### config.mk
export PLATFORM = sky130hd
export DESIGN_NAME = fixed_timeout_timer_wheel_top
export DESIGN_NICKNAME = d
export VERILOG_FILES = /design/src/sv/ftw_pkg.sv /design/src/sv/ftw_ram.sv /design/src/sv/ftw_seq.sv /design/src/sv/ftw_out.sv /design/src/sv/fixed_timeout_timer_wheel_top.sv
export SDC_FILE = /design/constraint.sdc
export NUM_CORES = 2
export LEC_CHECK = 0
export ABC_AREA = 1
export BUFFER_PORTS_ARGS = -buffer_cell sky130_fd_sc_hd__buf_2
export CORE_MARGIN = 1.5
export CORE_UTILIZATION = 55
export CTS_BUF_LIST = sky130_fd_sc_hd__clkbuf_8 sky130_fd_sc_hd__clkbuf_16
export DETAILED_ROUTE_END_ITERATION = 6
export GPL_TIMING_DRIVEN = 0
export HOLD_SLACK_MARGIN = 0.15
export PLACE_DENSITY = 0.76
export SYNTH_ARGS = -nofsm -noshare
export SYNTH_HDL_FRONTEND = slang
export SYNTH_SLANG_ARGS = --single-unit
### constraint.sdc
create_clock -name i_clk -period 9.1 [get_ports i_clk]
set_input_delay 0.455 -clock i_clk [delete_from_list [all_inputs] [get_ports i_clk]]
set_output_delay 0.455 -clock i_clk [all_outputs]
set_load 0.01 [all_outputs]
### src/sv/ftw_pkg.sv
package ftw_pkg;

    localparam int MAX_TIMERS   = 32;
    localparam int WHEEL_DEPTH  = 1024;
    localparam int PAYLOAD_BITS = 32;

    localparam int IDX_W   = (MAX_TIMERS > 1) ? $clog2(MAX_TIMERS) : 1;
    localparam int CNT_W   = $clog2(MAX_TIMERS + 1);
    localparam int SLOT_W  = $clog2(WHEEL_DEPTH);
    localparam int SLOTS_W = 11;
    localparam int ID_W    = 32;
    localparam int WORD_W  = 32;
    localparam int FIELD_CNT_W = 6;

    localparam logic [SLOTS_W-1:0] SLOTS_RESET = SLOTS_W'(1000);

    typedef enum logic [1:0] {
        ACT_ADD  = 2'd0,
        ACT_GET  = 2'd1,
        ACT_DEL  = 2'd2,
        ACT_TICK = 2'd3
    } t_action;

    typedef enum logic [2:0] {
        K_ADD  = 3'd0,
        K_GET  = 3'd1,
        K_DEL  = 3'd2,
        K_EXP  = 3'd3,
        K_DONE = 3'd4
    } t_kind;

    typedef enum logic [1:0] {
        ST_OK    = 2'd0,
        ST_FULL  = 2'd1,
        ST_NOTFD = 2'd2
    } t_status;

    typedef struct packed {
        logic [ID_W-1:0]         id;
        logic [SLOT_W-1:0]       slot;
        logic [PAYLOAD_BITS-1:0] data;
    } t_entry;

    localparam int ENTRY_W = $bits(t_entry);

    typedef struct packed {
        t_kind                  kind;
        t_status                status;
        logic [ID_W-1:0]        id;
        logic [WORD_W-1:0]      payload;
        logic [FIELD_CNT_W-1:0] exp_cnt;
        logic [FIELD_CNT_W-1:0] live;
        logic                   last;
    } t_res;

endpackage

### src/sv/ftw_ram.sv
module ftw_ram #(
    parameter int WIDTH = 8,
    parameter int DEPTH = 32,
    parameter int AW    = (DEPTH > 1) ? $clog2(DEPTH) : 1
) (
    input  logic             i_clk,
    input  logic             i_we,
    input  logic [AW-1:0]    i_waddr,
    input  logic [WIDTH-1:0] i_wdata,
    input  logic             i_re,
    input  logic [AW-1:0]    i_raddr,
    output logic [WIDTH-1:0] o_rdata
);

    logic [WIDTH-1:0] r_mem [DEPTH];
    logic [WIDTH-1:0] r_rdata;

    always_ff @(posedge i_clk) begin
        if (i_we) begin
            r_mem[i_waddr] <= i_wdata;
        end
        if (i_re) begin
            r_rdata <= r_mem[i_raddr];
        end
    end

    assign o_rdata = r_rdata;

endmodule

### src/sv/ftw_seq.sv
module ftw_seq (
    input  logic                        i_clk,
    input  logic                        i_rst_n,
    input  logic                        i_cfg_we,
    input  logic [ftw_pkg::SLOTS_W-1:0] i_cfg_wdata,
    input  logic                        i_in_valid,
    output logic                        o_in_stall,
    input  logic [1:0]                  i_action,
    input  logic [ftw_pkg::ID_W-1:0]    i_timer_id,
    input  logic [ftw_pkg::WORD_W-1:0]  i_payload,
    output logic                        o_ram_we,
    output logic [ftw_pkg::IDX_W-1:0]   o_ram_waddr,
    output ftw_pkg::t_entry             o_ram_wdata,
    output logic                        o_ram_re,
    output logic [ftw_pkg::IDX_W-1:0]   o_ram_raddr,
    input  ftw_pkg::t_entry             i_ram_rdata,
    output logic                        o_push,
    output ftw_pkg::t_res               o_res,
    input  logic                        i_free
);
    import ftw_pkg::*;

    typedef enum logic [8:0] {
        S_IDLE     = 9'b000000001,
        S_FIND_RD  = 9'b000000010,
        S_FIND_CHK = 9'b000000100,
        S_SHIFT_RD = 9'b000001000,
        S_SHIFT_WR = 9'b000010000,
        S_CNT      = 9'b000100000,
        S_EXP_RD   = 9'b001000000,
        S_EXP_CHK  = 9'b010000000,
        S_REPLY    = 9'b100000000
    } t_state;

    t_state               r_state;
    logic [SLOTS_W-1:0]   r_slots;
    logic [SLOT_W-1:0]    r_pos;
    logic [ID_W-1:0]      r_next_id;
    logic [CNT_W-1:0]     r_live;
    logic [CNT_W-1:0]     r_old;
    logic [CNT_W-1:0]     r_idx;
    logic [CNT_W-1:0]     r_wr;
    logic [CNT_W-1:0]     r_cnt;
    logic                 r_pend;
    t_action              r_act;
    logic [ID_W-1:0]      r_tid;
    t_res                 r_rep;

    logic                 in_acc;
    t_action              act;
    logic [ID_W-1:0]      add_id;
    logic [CNT_W-1:0]     idx_inc;
    logic [SLOTS_W-1:0]   eff_slots;
    logic [SLOTS_W-1:0]   pos_inc;
    logic [SLOT_W-1:0]    pos_new;
    logic                 slot_hit;
    t_kind                miss_kind;

    assign in_acc     = i_in_valid && (r_state == S_IDLE);
    assign o_in_stall = (r_state != S_IDLE);
    assign act        = t_action'(i_action);
    assign idx_inc    = r_idx + CNT_W'(1);
    assign slot_hit   = (i_ram_rdata.slot == r_pos);
    assign miss_kind  = (r_act == ACT_GET) ? K_GET : K_DEL;

    always_comb begin
        add_id = r_next_id + ID_W'(1);
        if (add_id == '0) begin
            add_id = ID_W'(1);
        end
    end

    // clamp the slot count to 1..WHEEL_DEPTH
    always_comb begin
        if (r_slots == '0) begin
            eff_slots = SLOTS_W'(1);
        end else if (r_slots > SLOTS_W'(WHEEL_DEPTH)) begin
            eff_slots = SLOTS_W'(WHEEL_DEPTH);
        end else begin
            eff_slots = r_slots;
        end
        pos_inc = SLOTS_W'(r_pos) + SLOTS_W'(1);
        if (pos_inc >= eff_slots) begin
            pos_new = '0;
        end else begin
            pos_new = pos_inc[SLOT_W-1:0];
        end
    end

    // memory port and result push
    always_comb begin
        o_ram_we    = 1'b0;
        o_ram_waddr = r_idx[IDX_W-1:0];
        o_ram_wdata = i_ram_rdata;
        o_ram_re    = 1'b0;
        o_ram_raddr = r_idx[IDX_W-1:0];
        o_push      = 1'b0;
        o_res       = r_rep;
        o_res.live  = FIELD_CNT_W'(r_live);
        case (r_state)
            S_IDLE: begin
                if (in_acc && act == ACT_ADD && r_live < CNT_W'(MAX_TIMERS)) begin
                    o_ram_we         = 1'b1;
                    o_ram_waddr      = r_live[IDX_W-1:0];
                    o_ram_wdata.id   = add_id;
                    o_ram_wdata.slot = r_pos;
                    o_ram_wdata.data = PAYLOAD_BITS'(i_payload);
                end
            end
            S_FIND_RD: begin
                o_ram_re = 1'b1;
            end
            S_SHIFT_RD: begin
                o_ram_re    = (idx_inc < r_live);
                o_ram_raddr = idx_inc[IDX_W-1:0];
            end
            S_SHIFT_WR: begin
                o_ram_we = 1'b1;
            end
            S_CNT: begin
                o_ram_re = (r_idx < r_old);
            end
            S_EXP_RD: begin
                o_ram_re = (r_idx < r_old);
            end
            S_EXP_CHK: begin
                if (!slot_hit) begin
                    o_ram_we    = 1'b1;
                    o_ram_waddr = r_wr[IDX_W-1:0];
                end else begin
                    o_push        = i_free;
                    o_res.kind    = K_EXP;
                    o_res.status  = ST_OK;
                    o_res.id      = i_ram_rdata.id;
                    o_res.payload = WORD_W'(i_ram_rdata.data);
                    o_res.exp_cnt = '0;
                    o_res.last    = 1'b0;
                end
            end
            S_REPLY: begin
                o_push = i_free;
            end
            default: begin
            end
        endcase
    end

    always_ff @(posedge i_clk) begin
        if (!i_rst_n) begin
            r_state   <= S_IDLE;
            r_slots   <= SLOTS_RESET;
            r_pos     <= '0;
            r_next_id <= '0;
            r_live    <= '0;
            r_pend    <= 1'b0;
        end else begin
            if (i_cfg_we) begin
                r_slots <= i_cfg_wdata;
            end
            case (r_state)
                S_IDLE: begin
                    if (in_acc) begin
                        r_act         <= act;
                        r_tid         <= i_timer_id;
                        r_idx         <= '0;
                        r_rep.payload <= '0;
                        r_rep.exp_cnt <= '0;
                        r_rep.last    <= 1'b1;
                        r_rep.live    <= '0;
                        case (act)
                            ACT_ADD: begin
                                r_next_id  <= add_id;
                                r_rep.kind <= K_ADD;
                                if (r_live < CNT_W'(MAX_TIMERS)) begin
                                    r_live       <= r_live + CNT_W'(1);
                                    r_rep.status <= ST_OK;
                                    r_rep.id     <= add_id;
                                end else begin
                                    r_rep.status <= ST_FULL;
                                    r_rep.id     <= '0;
                                end
                                r_state <= S_REPLY;
                            end
                            ACT_GET, ACT_DEL: begin
                                r_rep.kind <= (act == ACT_GET) ? K_GET : K_DEL;
                                r_rep.id   <= '0;
                                if (r_live == '0) begin
                                    r_rep.status <= ST_NOTFD;
                                    r_state      <= S_REPLY;
                                end else begin
                                    r_rep.status <= ST_OK;
                                    r_state      <= S_FIND_RD;
                                end
                            end
                            ACT_TICK: begin
                                r_rep.status <= ST_OK;
                                r_rep.id     <= '0;
                                r_pos        <= pos_new;
                                r_old        <= r_live;
                                r_cnt        <= '0;
                                r_pend       <= 1'b0;
                                r_state      <= S_CNT;
                            end
                            default: begin
                            end
                        endcase
                    end
                end
                S_FIND_RD: begin
                    r_state <= S_FIND_CHK;
                end
                S_FIND_CHK: begin
                    if (i_ram_rdata.id == r_tid) begin
                        r_rep.id <= r_tid;
                        if (r_act == ACT_GET) begin
                            r_rep.payload <= WORD_W'(i_ram_rdata.data);
                            r_state       <= S_REPLY;
                        end else begin
                            r_state <= S_SHIFT_RD;
                        end
                    end else if (idx_inc >= r_live) begin
                        r_rep.kind   <= miss_kind;
                        r_rep.status <= ST_NOTFD;
                        r_state      <= S_REPLY;
                    end else begin
                        r_idx   <= idx_inc;
                        r_state <= S_FIND_RD;
                    end
                end
                S_SHIFT_RD: begin
                    if (idx_inc < r_live) begin
                        r_state <= S_SHIFT_WR;
                    end else begin
                        r_live  <= r_live - CNT_W'(1);
                        r_state <= S_REPLY;
                    end
                end
                S_SHIFT_WR: begin
                    r_idx   <= idx_inc;
                    r_state <= S_SHIFT_RD;
                end
                S_CNT: begin
                    if (r_pend && slot_hit) begin
                        r_cnt <= r_cnt + CNT_W'(1);
                    end
                    if (r_idx < r_old) begin
                        r_idx  <= idx_inc;
                        r_pend <= 1'b1;
                    end else begin
                        r_pend <= 1'b0;
                        if (!r_pend) begin
                            r_idx   <= '0;
                            r_wr    <= '0;
                            r_live  <= r_old - r_cnt;
                            r_state <= S_EXP_RD;
                        end
                    end
                end
                S_EXP_RD: begin
                    if (r_idx < r_old) begin
                        r_state <= S_EXP_CHK;
                    end else begin
                        r_rep.kind    <= K_DONE;
                        r_rep.exp_cnt <= FIELD_CNT_W'(r_cnt);
                        r_state       <= S_REPLY;
                    end
                end
                S_EXP_CHK: begin
                    if (!slot_hit) begin
                        r_wr    <= r_wr + CNT_W'(1);
                        r_idx   <= idx_inc;
                        r_state <= S_EXP_RD;
                    end else if (i_free) begin
                        r_idx   <= idx_inc;
                        r_state <= S_EXP_RD;
                    end
                end
                S_REPLY: begin
                    if (i_free) begin
                        r_state <= S_IDLE;
                    end
                end
                default: begin
                    r_state <= S_IDLE;
                end
            endcase
        end
    end

endmodule

### src/sv/ftw_out.sv
module ftw_out (
    input  logic                            i_clk,
    input  logic                            i_rst_n,
    input  logic                            i_push,
    input  ftw_pkg::t_res                   i_res,
    output logic                            o_free,
    output logic                            o_out_valid,
    input  logic                            i_out_stall,
    output logic [2:0]                      o_kind,
    output logic [1:0]                      o_status,
    output logic [ftw_pkg::ID_W-1:0]        o_result_id,
    output logic [ftw_pkg::WORD_W-1:0]      o_result_payload,
    output logic [ftw_pkg::FIELD_CNT_W-1:0] o_expired_count,
    output logic [ftw_pkg::FIELD_CNT_W-1:0] o_live_count,
    output logic                            o_last
);
    import ftw_pkg::*;

    logic r_vld;
    t_res r_res;

    assign o_free = !r_vld || !i_out_stall;

    always_ff @(posedge i_clk) begin
        if (!i_rst_n) begin
            r_vld <= 1'b0;
        end else if (i_push) begin
            r_vld <= 1'b1;
        end else if (!i_out_stall) begin
            r_vld <= 1'b0;
        end
    end

    always_ff @(posedge i_clk) begin
        if (i_push) begin
            r_res <= i_res;
        end
    end

    assign o_out_valid      = r_vld;
    assign o_kind           = r_res.kind;
    assign o_status         = r_res.status;
    assign o_result_id      = r_res.id;
    assign o_result_payload = r_res.payload;
    assign o_expired_count  = r_res.exp_cnt;
    assign o_live_count     = r_res.live;
    assign o_last           = r_res.last;

endmodule

### src/sv/fixed_timeout_timer_wheel_top.sv
// timer wheel, one request at a time, timers packed in one 32-entry ram
// add: result registered in the reply state, then in the output register; get: ram read/check per entry
// delete: search as for get, then compaction by ram read/write pairs
// tick: one pass to count due timers, then a ram read/check per timer to expire or compact
// next request accepted once the last result sits in the output register
// synchronous active-low reset: empty table, position 0, id 0, slots 1000
module fixed_timeout_timer_wheel_top (
    input  logic                            i_clk,
    input  logic                            i_rst_n,
    input  logic                            i_cfg_we,
    input  logic [ftw_pkg::SLOTS_W-1:0]     i_cfg_wdata,
    input  logic                            i_in_valid,
    output logic                            o_in_stall,
    input  logic [1:0]                      i_action,
    input  logic [ftw_pkg::ID_W-1:0]        i_timer_id,
    input  logic [ftw_pkg::WORD_W-1:0]      i_payload,
    output logic                            o_out_valid,
    input  logic                            i_out_stall,
    output logic [2:0]                      o_kind,
    output logic [1:0]                      o_status,
    output logic [ftw_pkg::ID_W-1:0]        o_result_id,
    output logic [ftw_pkg::WORD_W-1:0]      o_result_payload,
    output logic [ftw_pkg::FIELD_CNT_W-1:0] o_expired_count,
    output logic [ftw_pkg::FIELD_CNT_W-1:0] o_live_count,
    output logic                            o_last
);
    import ftw_pkg::*;

    logic             ram_we;
    logic [IDX_W-1:0] ram_waddr;
    t_entry           ram_wdata;
    logic             ram_re;
    logic [IDX_W-1:0] ram_raddr;
    t_entry           ram_rdata;
    logic             push;
    t_res             res;
    logic             free;

    ftw_ram #(
        .WIDTH (ENTRY_W),
        .DEPTH (MAX_TIMERS)
    ) u_ram (
        .i_clk   (i_clk),
        .i_we    (ram_we),
        .i_waddr (ram_waddr),
        .i_wdata (ram_wdata),
        .i_re    (ram_re),
        .i_raddr (ram_raddr),
        .o_rdata (ram_rdata)
    );

    ftw_seq u_seq (
        .i_clk       (i_clk),
        .i_rst_n     (i_rst_n),
        .i_cfg_we    (i_cfg_we),
        .i_cfg_wdata (i_cfg_wdata),
        .i_in_valid  (i_in_valid),
        .o_in_stall  (o_in_stall),
        .i_action    (i_action),
        .i_timer_id  (i_timer_id),
        .i_payload   (i_payload),
        .o_ram_we    (ram_we),
        .o_ram_waddr (ram_waddr),
        .o_ram_wdata (ram_wdata),
        .o_ram_re    (ram_re),
        .o_ram_raddr (ram_raddr),
        .i_ram_rdata (ram_rdata),
        .o_push      (push),
        .o_res       (res),
        .i_free      (free)
    );

    ftw_out u_out (
        .i_clk            (i_clk),
        .i_rst_n          (i_rst_n),
        .i_push           (push),
        .i_res            (res),
        .o_free           (free),
        .o_out_valid      (o_out_valid),
        .i_out_stall      (i_out_stall),
        .o_kind           (o_kind),
        .o_status         (o_status),
        .o_result_id      (o_result_id),
        .o_result_payload (o_result_payload),
        .o_expired_count  (o_expired_count),
        .o_live_count     (o_live_count),
        .o_last           (o_last)
    );

endmodule

## Word-level counts from Yosys, hierarchy flattened

Memory sizes are Yosys's and may differ from the RTL's. A register that Yosys moved wholly into a read port is not among the register bits.
Cells that the tools add are included.

| operators by class | value |
|---|---|
| magnitude comparators | 6 |
| eq/ne operators | 36 |
| muxes and demuxes | 78 |
| reduce and logical (&&, ||, !) cells | 35 |
| $add $sub $neg | 8 |

Operators by type and width:

| cell | number |
|---|---|
| 75-bit 2-to-1 mux | 2 |
| 74-bit 2-to-1 mux | 2 |
| 66-bit case mux with 2 select lines | 1 |
| 6-bit 2-to-1 mux | 19 |
| 9-bit 2-to-1 mux | 12 |
| 34-bit case mux with 3 select lines | 1 |
| 82-bit 2-to-1 mux | 1 |
| 9-bit case mux with 9 select lines | 1 |
| 32-bit 2-to-1 mux | 2 |
| 64-bit 2-to-1 mux | 1 |
| 6-bit case mux with 2 select lines | 3 |
| 33-bit 2-to-1 mux | 1 |
| 32-bit by 1-bit adder with 32-bit output, second input constant | 1 |
| 32-bit equality test | 1 |
| 32-bit logical NOT | 1 |
| 6-bit case mux with 5 select lines | 1 |
| 9-bit case mux with 3 select lines | 1 |
| 5-bit 2-to-1 mux | 5 |
| 5-bit AND reduction | 5 |
| 6-bit by 1-bit adder with 6-bit output, second input constant | 4 |
| 11-bit 2-to-1 mux | 2 |
| 7-bit AND reduction | 3 |
| 2-bit != test, second input constant | 10 |
| 6-bit case mux with 3 select lines | 1 |
| 45 further kinds | 82 |

| word-level totals | value |
|---|---|
| bits in writable memories | 2,368 |
| memories kept | 1 |
| bits in registers | 285 |
| bits of input ports | 82 |

Memories:

| memory | words | bits a word | rd ports | clocked after memory_dff | wr ports | line | RTL |
|---|---|---|---|---|---|---|---|
| u_ram.r_mem | 32 | 74 | 1 | 1 | 1 | ftw_ram.sv:15 | `logic [WIDTH-1:0] r_mem [DEPTH];` |

## Longest topological paths before layout

| depth | value |
|---|---|
| depth in word-level cells | 8 |
| depth in mapped cells | 18 |
| mapped depth without buffers | 18 |

## Modules after synthesis

A second synthesis with hierarchy kept.

| unflattened totals | value |
|---|---|
| cells, all modules | 9,603 |
| area total of the unflattened synthesis | 112,372.8 µm² |

Modules (own cells, without submodules):

| module | cells an instance | seq. area each (µm²) | instances | area an instance (µm²) |
|---|---|---|---|---|
| ftw_ram | 7,804 | 73,330.3 | 1 | 97,194.5 |
| ftw_seq | 1,712 | 5,345.1 | 1 | 12,673.4 |
| ftw_out | 87 | 2,482.4 | 1 | 2,504.9 |

## Least setup slack after synthesis

No wires, ideal clock.

| timing path | value |
|---|---|
| path type | register to register |
| from | register u_seq.r_pos[2] |
| to | register u_out.r_res, in the netlist u_out.o_expired_count[0], enable pin |
| period minus slack after synthesis | 6.090 ns |
| path buffers | 3 |
| setup slack | 3.010 ns |
| setup time | 0.550 ns |
| cell stages (with the launch flop) | 11 |
| data arrival time | 5.540 ns |
| path through | dfxtp_1 -> clkbuf_1 -> xnor2_1 -> nand4_1 -> nor2_1 -> nand2_1 -> nor2_1 -> inv_2 -> clkbuf_1 -> clkbuf_1 -> a21oi_1 |

| between the ends | value |
|---|---|
| longest elaborated chain between the ends | 3 |

RTL lines:

| item | line | RTL |
|---|---|---|
| start, declared | ftw_seq.sv:37 | `logic [SLOT_W-1:0] r_pos;` |
| start signal, assigned | ftw_seq.sv:198 | `r_pos <= pos_new;` |
| 10-bit equality test | ftw_seq.sv:63 | `assign slot_hit = (i_ram_rdata.slot == r_pos);` |
| 1-bit 2-to-1 mux | ftw_seq.sv:127 | `if (!slot_hit) begin` |
| 1-bit case mux with 2 select lines | ftw_seq.sv:100 | `case (r_state)` |
| via push | fixed_timeout_timer_wheel_top.sv:35 | `logic push;` |
| end signal, assigned | ftw_out.sv:36 | `r_res <= i_res;` |
| end, declared | ftw_out.sv:20 | `t_res r_res;` |

The timed path passes the listed nets, and every way through them passes these cells.
A chain may end at the register's enable or synchronous reset.

## Worst setup path after layout

| timing path | value |
|---|---|
| from | register u_seq.r_pos[2] |
| to | memory u_ram.r_mem[29][23] (netlist bit), enable pin |

| between the ends | value |
|---|---|
| longest elaborated chain between the ends | 5 |
| elaborated cells on any way between the ends | 7 |

RTL lines:

| item | line | RTL |
|---|---|---|
| 10-bit equality test (*) | ftw_seq.sv:63 |  |
| 1-bit 2-to-1 mux | n/a |  |
| 1-bit case mux with 3 select lines | ftw_seq.sv:100 |  |
| 1-bit 2-to-1 mux | ftw_ram.sv:19 | `if (i_we) begin` |
| 1-bit 2-to-1 mux (implied by the code) | ftw_ram.sv:20 | `r_mem[i_waddr] <= i_wdata;` |
| end, declared | ftw_ram.sv:15 |  |

Mark *: on every way between the ends. The rest lies on a longest branch, timed or not.

==> metrics.txt <==
Die H 453.0 um; All-Layer GR Usage 33.70%; chip width 453.0 um; critical path class flip-flop to flip-flop; CP Launch Type flip-flop; Worst VDD drop 227.9 uV; # hold bufs at CTS 82; placed instance count 12449; # Post-CTS Setup Buffers 0; Hold Crit Class input pin to flip-flop; number of synthesized flops with an enable pin 2656; ys flop type edfxtp_1; initial antenna violation count 23; number of fillers in the final layout 14121; final wirelength 351.8 mm; Worst-Margin Slew 1520 ps; unrepaired setup endpoints after global routing false; Finish-stage setup viols 0; Sink Count 2726; first-pass GRT wire length 501.2 mm; CP max FO 26; Post-Layout Cell Count 13049; nature of the critical path endpoint flip-flop; post-synthesis cell area 111400 um^2; Initial Utilization 55.55%; CTS root buf clkbuf_16; CTS resizes 0; Pre-antenna DRT Iters 7; full die area 205200 um^2; worst hold stages 4; worst path required time 9730 ps; Clock Latency Late Sink 970 ps; crit share post-route 59.77%; final hold violations 0; ys async rst share 0%; PortBufs 164; drt initial violations 13166; status finished, violations left; # rows 164; post-layout minimum cycle time 5439 ps; Finished Cell Area 128500 um^2; Slew HR -1.346%; RR Endpoint u_ram.r_mem[29][23]$_DFFE_PP_; FF-to-FF Start u_seq.r_pos[2]$_SDFFE_PN0P_; CTS clk-pin slew, worst paths 60 ps; Post-Syn Instances 9477; DR vias/cell 6.172; fmax 0.1838 GHz; failing checks design-rule violations, max-capacitance violations, max-slew violations; post-synthesis area per instance 11.75 um^2; setup TNS 0 ps; sequential area share after synthesis 72.87%; leakage power 46.83 nW; Placement Cell Area 119200 um^2; Core Util, Final 64.09%; TritonCTS clock tree yes; gpl congestion 0.9390; Remaining Overflow, GRT 0; Synth warnings 0; wire per inst 26.96 um; Core Box Area 200500 um^2; worst clock skew 68.80 ps; Post-Synthesis Net Count 9601; R2R setup slack 3660 ps; largest buffer count on any clock path 4; Slew Viols, Final 12; crit path DAT 6070 ps; share of layout cells above drive strength 1 11.40%; Hold Crit Start i_cfg_we; antenna-violating nets left 0; Nets 10284; H-tree Lvls 5; Seq cells post-synth 2726; worst r2r path cells 13; max cap viols 2; Fin Hold WS 172.1 ps; vias in the first global route 77464; Netlist cell types 48; largest net degree at the start of global routing 42; area grow syn2layout 15.37%; Hold EP u_seq.r_slots[10]$_SDFFE_PN0P_; DP HPWL 241.5 mm; IO Pins 166; CTS Buf Count 281; via count 80533; cell area power density 265.4 nW/um^2; drt drc 6
-- per-stage QoR --
| step | setup WS, ps | total power, mW |
|---|---|---|
| final | 3661 | 34.09 |
| after global routing | 3576 | 35.01 |
| after CTS | 3864 | 33.74 |
| after detailed placement | 3900 | 23.17 |
| after global placement | -1776 | 22.74 |
| after floorplan | 3010 | 19.64 |
-- sequential cells by signal (all words and copies together), names as in the netlist, 2 cells and up --
signal / count
u_seq.r_live: 6
u_out.o_result_payload: 32
u_seq.r_cnt: 6
u_seq.r_tid: 32
u_out.o_result_id: 32
u_seq.r_state: 9
u_seq.r_rep: 75
u_out.o_live_count: 6
u_seq.r_act: 2
u_ram.o_rdata: 74
u_out.o_expired_count: 6
u_out.o_kind: 3
u_seq.r_pos: 10
u_seq.r_idx: 6
u_seq.r_wr: 5
u_ram.r_mem: 2368
u_seq.r_old: 6
u_seq.r_next_id: 32
u_out.o_status: 2
u_seq.r_slots: 11
-- cell type report --
| class | count | area (um^2) | area share, % |
|---|---|---|---|
| inverter | 255 | 957.2 | 0.7450 |
| antenna | 41 | 102.6 | 0.07985 |
| multi-input combinational | 5928 | 27080 | 21.08 |
| clock buffer | 286 | 7146 | 5.561 |
| sequential | 2726 | 81160 | 63.16 |
| buffer | 568 | 2799 | 2.178 |
| clock inverter | 189 | 1195 | 0.9300 |
| timing repair buffer | 400 | 4723 | 3.676 |
| tap | 2656 | 3323 | 2.586 |
-- worst max-delay path, stage by stage (launching register included) --
cell and delay [ps]:
dfxtp_1 300, clkbuf_1 460, xnor2_1 180, nand4_1 110, nor2_1 980, nand2_1 320, nand2_1 220, nand2_1 140
inv_2 100, nand2_1 50, nand2_1 90, nand3_1 720, nor2_4 1100, buf_12 300
-- worst max-delay path by stage --
stage	startpoint	to	slack (ps)	cells past startpoint
after floorplan	u_seq.r_pos[2]$_SDFFE_PN0P_	u_out.o_expired_count[0]$_DFFE_PP_	3010	10
after CTS	u_seq.r_pos[2]$_SDFFE_PN0P_	u_ram.r_mem[21][33]$_DFFE_PP_	3860	13
after global placement	u_seq.r_pos[2]$_SDFFE_PN0P_	u_out.o_result_payload[15]$_DFFE_PP_	-1780	10
after global routing	u_seq.r_pos[2]$_SDFFE_PN0P_	u_ram.r_mem[21][33]$_DFFE_PP_	3580	13
final	u_seq.r_pos[2]$_SDFFE_PN0P_	u_ram.r_mem[29][23]$_DFFE_PP_	3660	13
after detailed placement	u_seq.r_pos[2]$_SDFFE_PN0P_	u_ram.r_mem[29][29]$_DFFE_PP_	3900	13
-- metal layers --
| metal | GRT usage (%) | wire length [um] | vias to the layer above |
|---|---|---|---|
| li1 | - | - | 34841 |
| met1 | 41.02 | 117000 | 38395 |
| met5 | 0 | 80 | - |
| met4 | 23.95 | 27880 | 12 |
| met3 | 8.460 | 45520 | 1222 |
| met2 | 52.74 | 161400 | 6063 |
-- placed cells by master, fill, tap and decap left out, types with 7 or more instances in the layout --
cell and instances:
o21ai_1 10, nand2_1 2931, nand3_1 2309, edfxtp_1 2656
clkinv_2 43, buf_12 75, nor2_1 183, nor3_1 15
bufinv_16 14, clkbuf_16 285, nor2_4 38, diode_2 41
clkinv_1 60, ha_1 40, nand4_1 17, o22ai_1 9
buf_16 33, xor2_1 18, o21ai_0 124, buf_8 42
buf_4 72, o21ai_4 11, or2_2 9, clkbuf_1 157
o21ai_2 61, inv_6 7, inv_1 310, dlygate4sd3_1 82
buf_6 8, buf_2 449, xnor2_1 31, a21oi_1 77
dfxtp_1 70, buf_1 45
-- cells in the mapped netlist, types with 18 or more instances --
master / number / area, um^2
nand3_1: 2309 / 11560
xnor2_1: 31 / 271.5
dfxtp_1: 70 / 1401
xor2_1: 18 / 157.7
buf_4: 71 / 533.0
buf_2: 285 / 1426
ha_1: 40 / 500.5
a21oi_1: 78 / 390.4
edfxtp_1: 2656 / 79760
nor2_1: 217 / 814.5
clkbuf_1: 162 / 608.1
inv_1: 248 / 930.9
nand2_1: 2932 / 11010
o21ai_0: 195 / 975.9
buf_1: 45 / 168.9
-- report_power, final --
part	total [mW]	switching (mW)	internal (mW)
Sequential	14.8	0.178	14.6
Combinational	8.56	6.37	2.19
Clock	10.7	4.69	6.06
Total	34.1	11.2	22.9
-- cells by family after synthesis --
group | after synthesis | share of synthesized area, %
multiplexers | 2 | 0.01910
XOR/XNOR | 50 | 0.4000
buffers and inverters | 823 | 3.367
adder cells (fa/ha/maj) | 42 | 0.4853
AO/OA/AOI/OAI | 308 | 1.457
flip-flops | 2726 | 72.87
AND/OR/NAND/NOR | 5526 | 21.40
No activity file was read; power rests on OpenSTA's default activity.
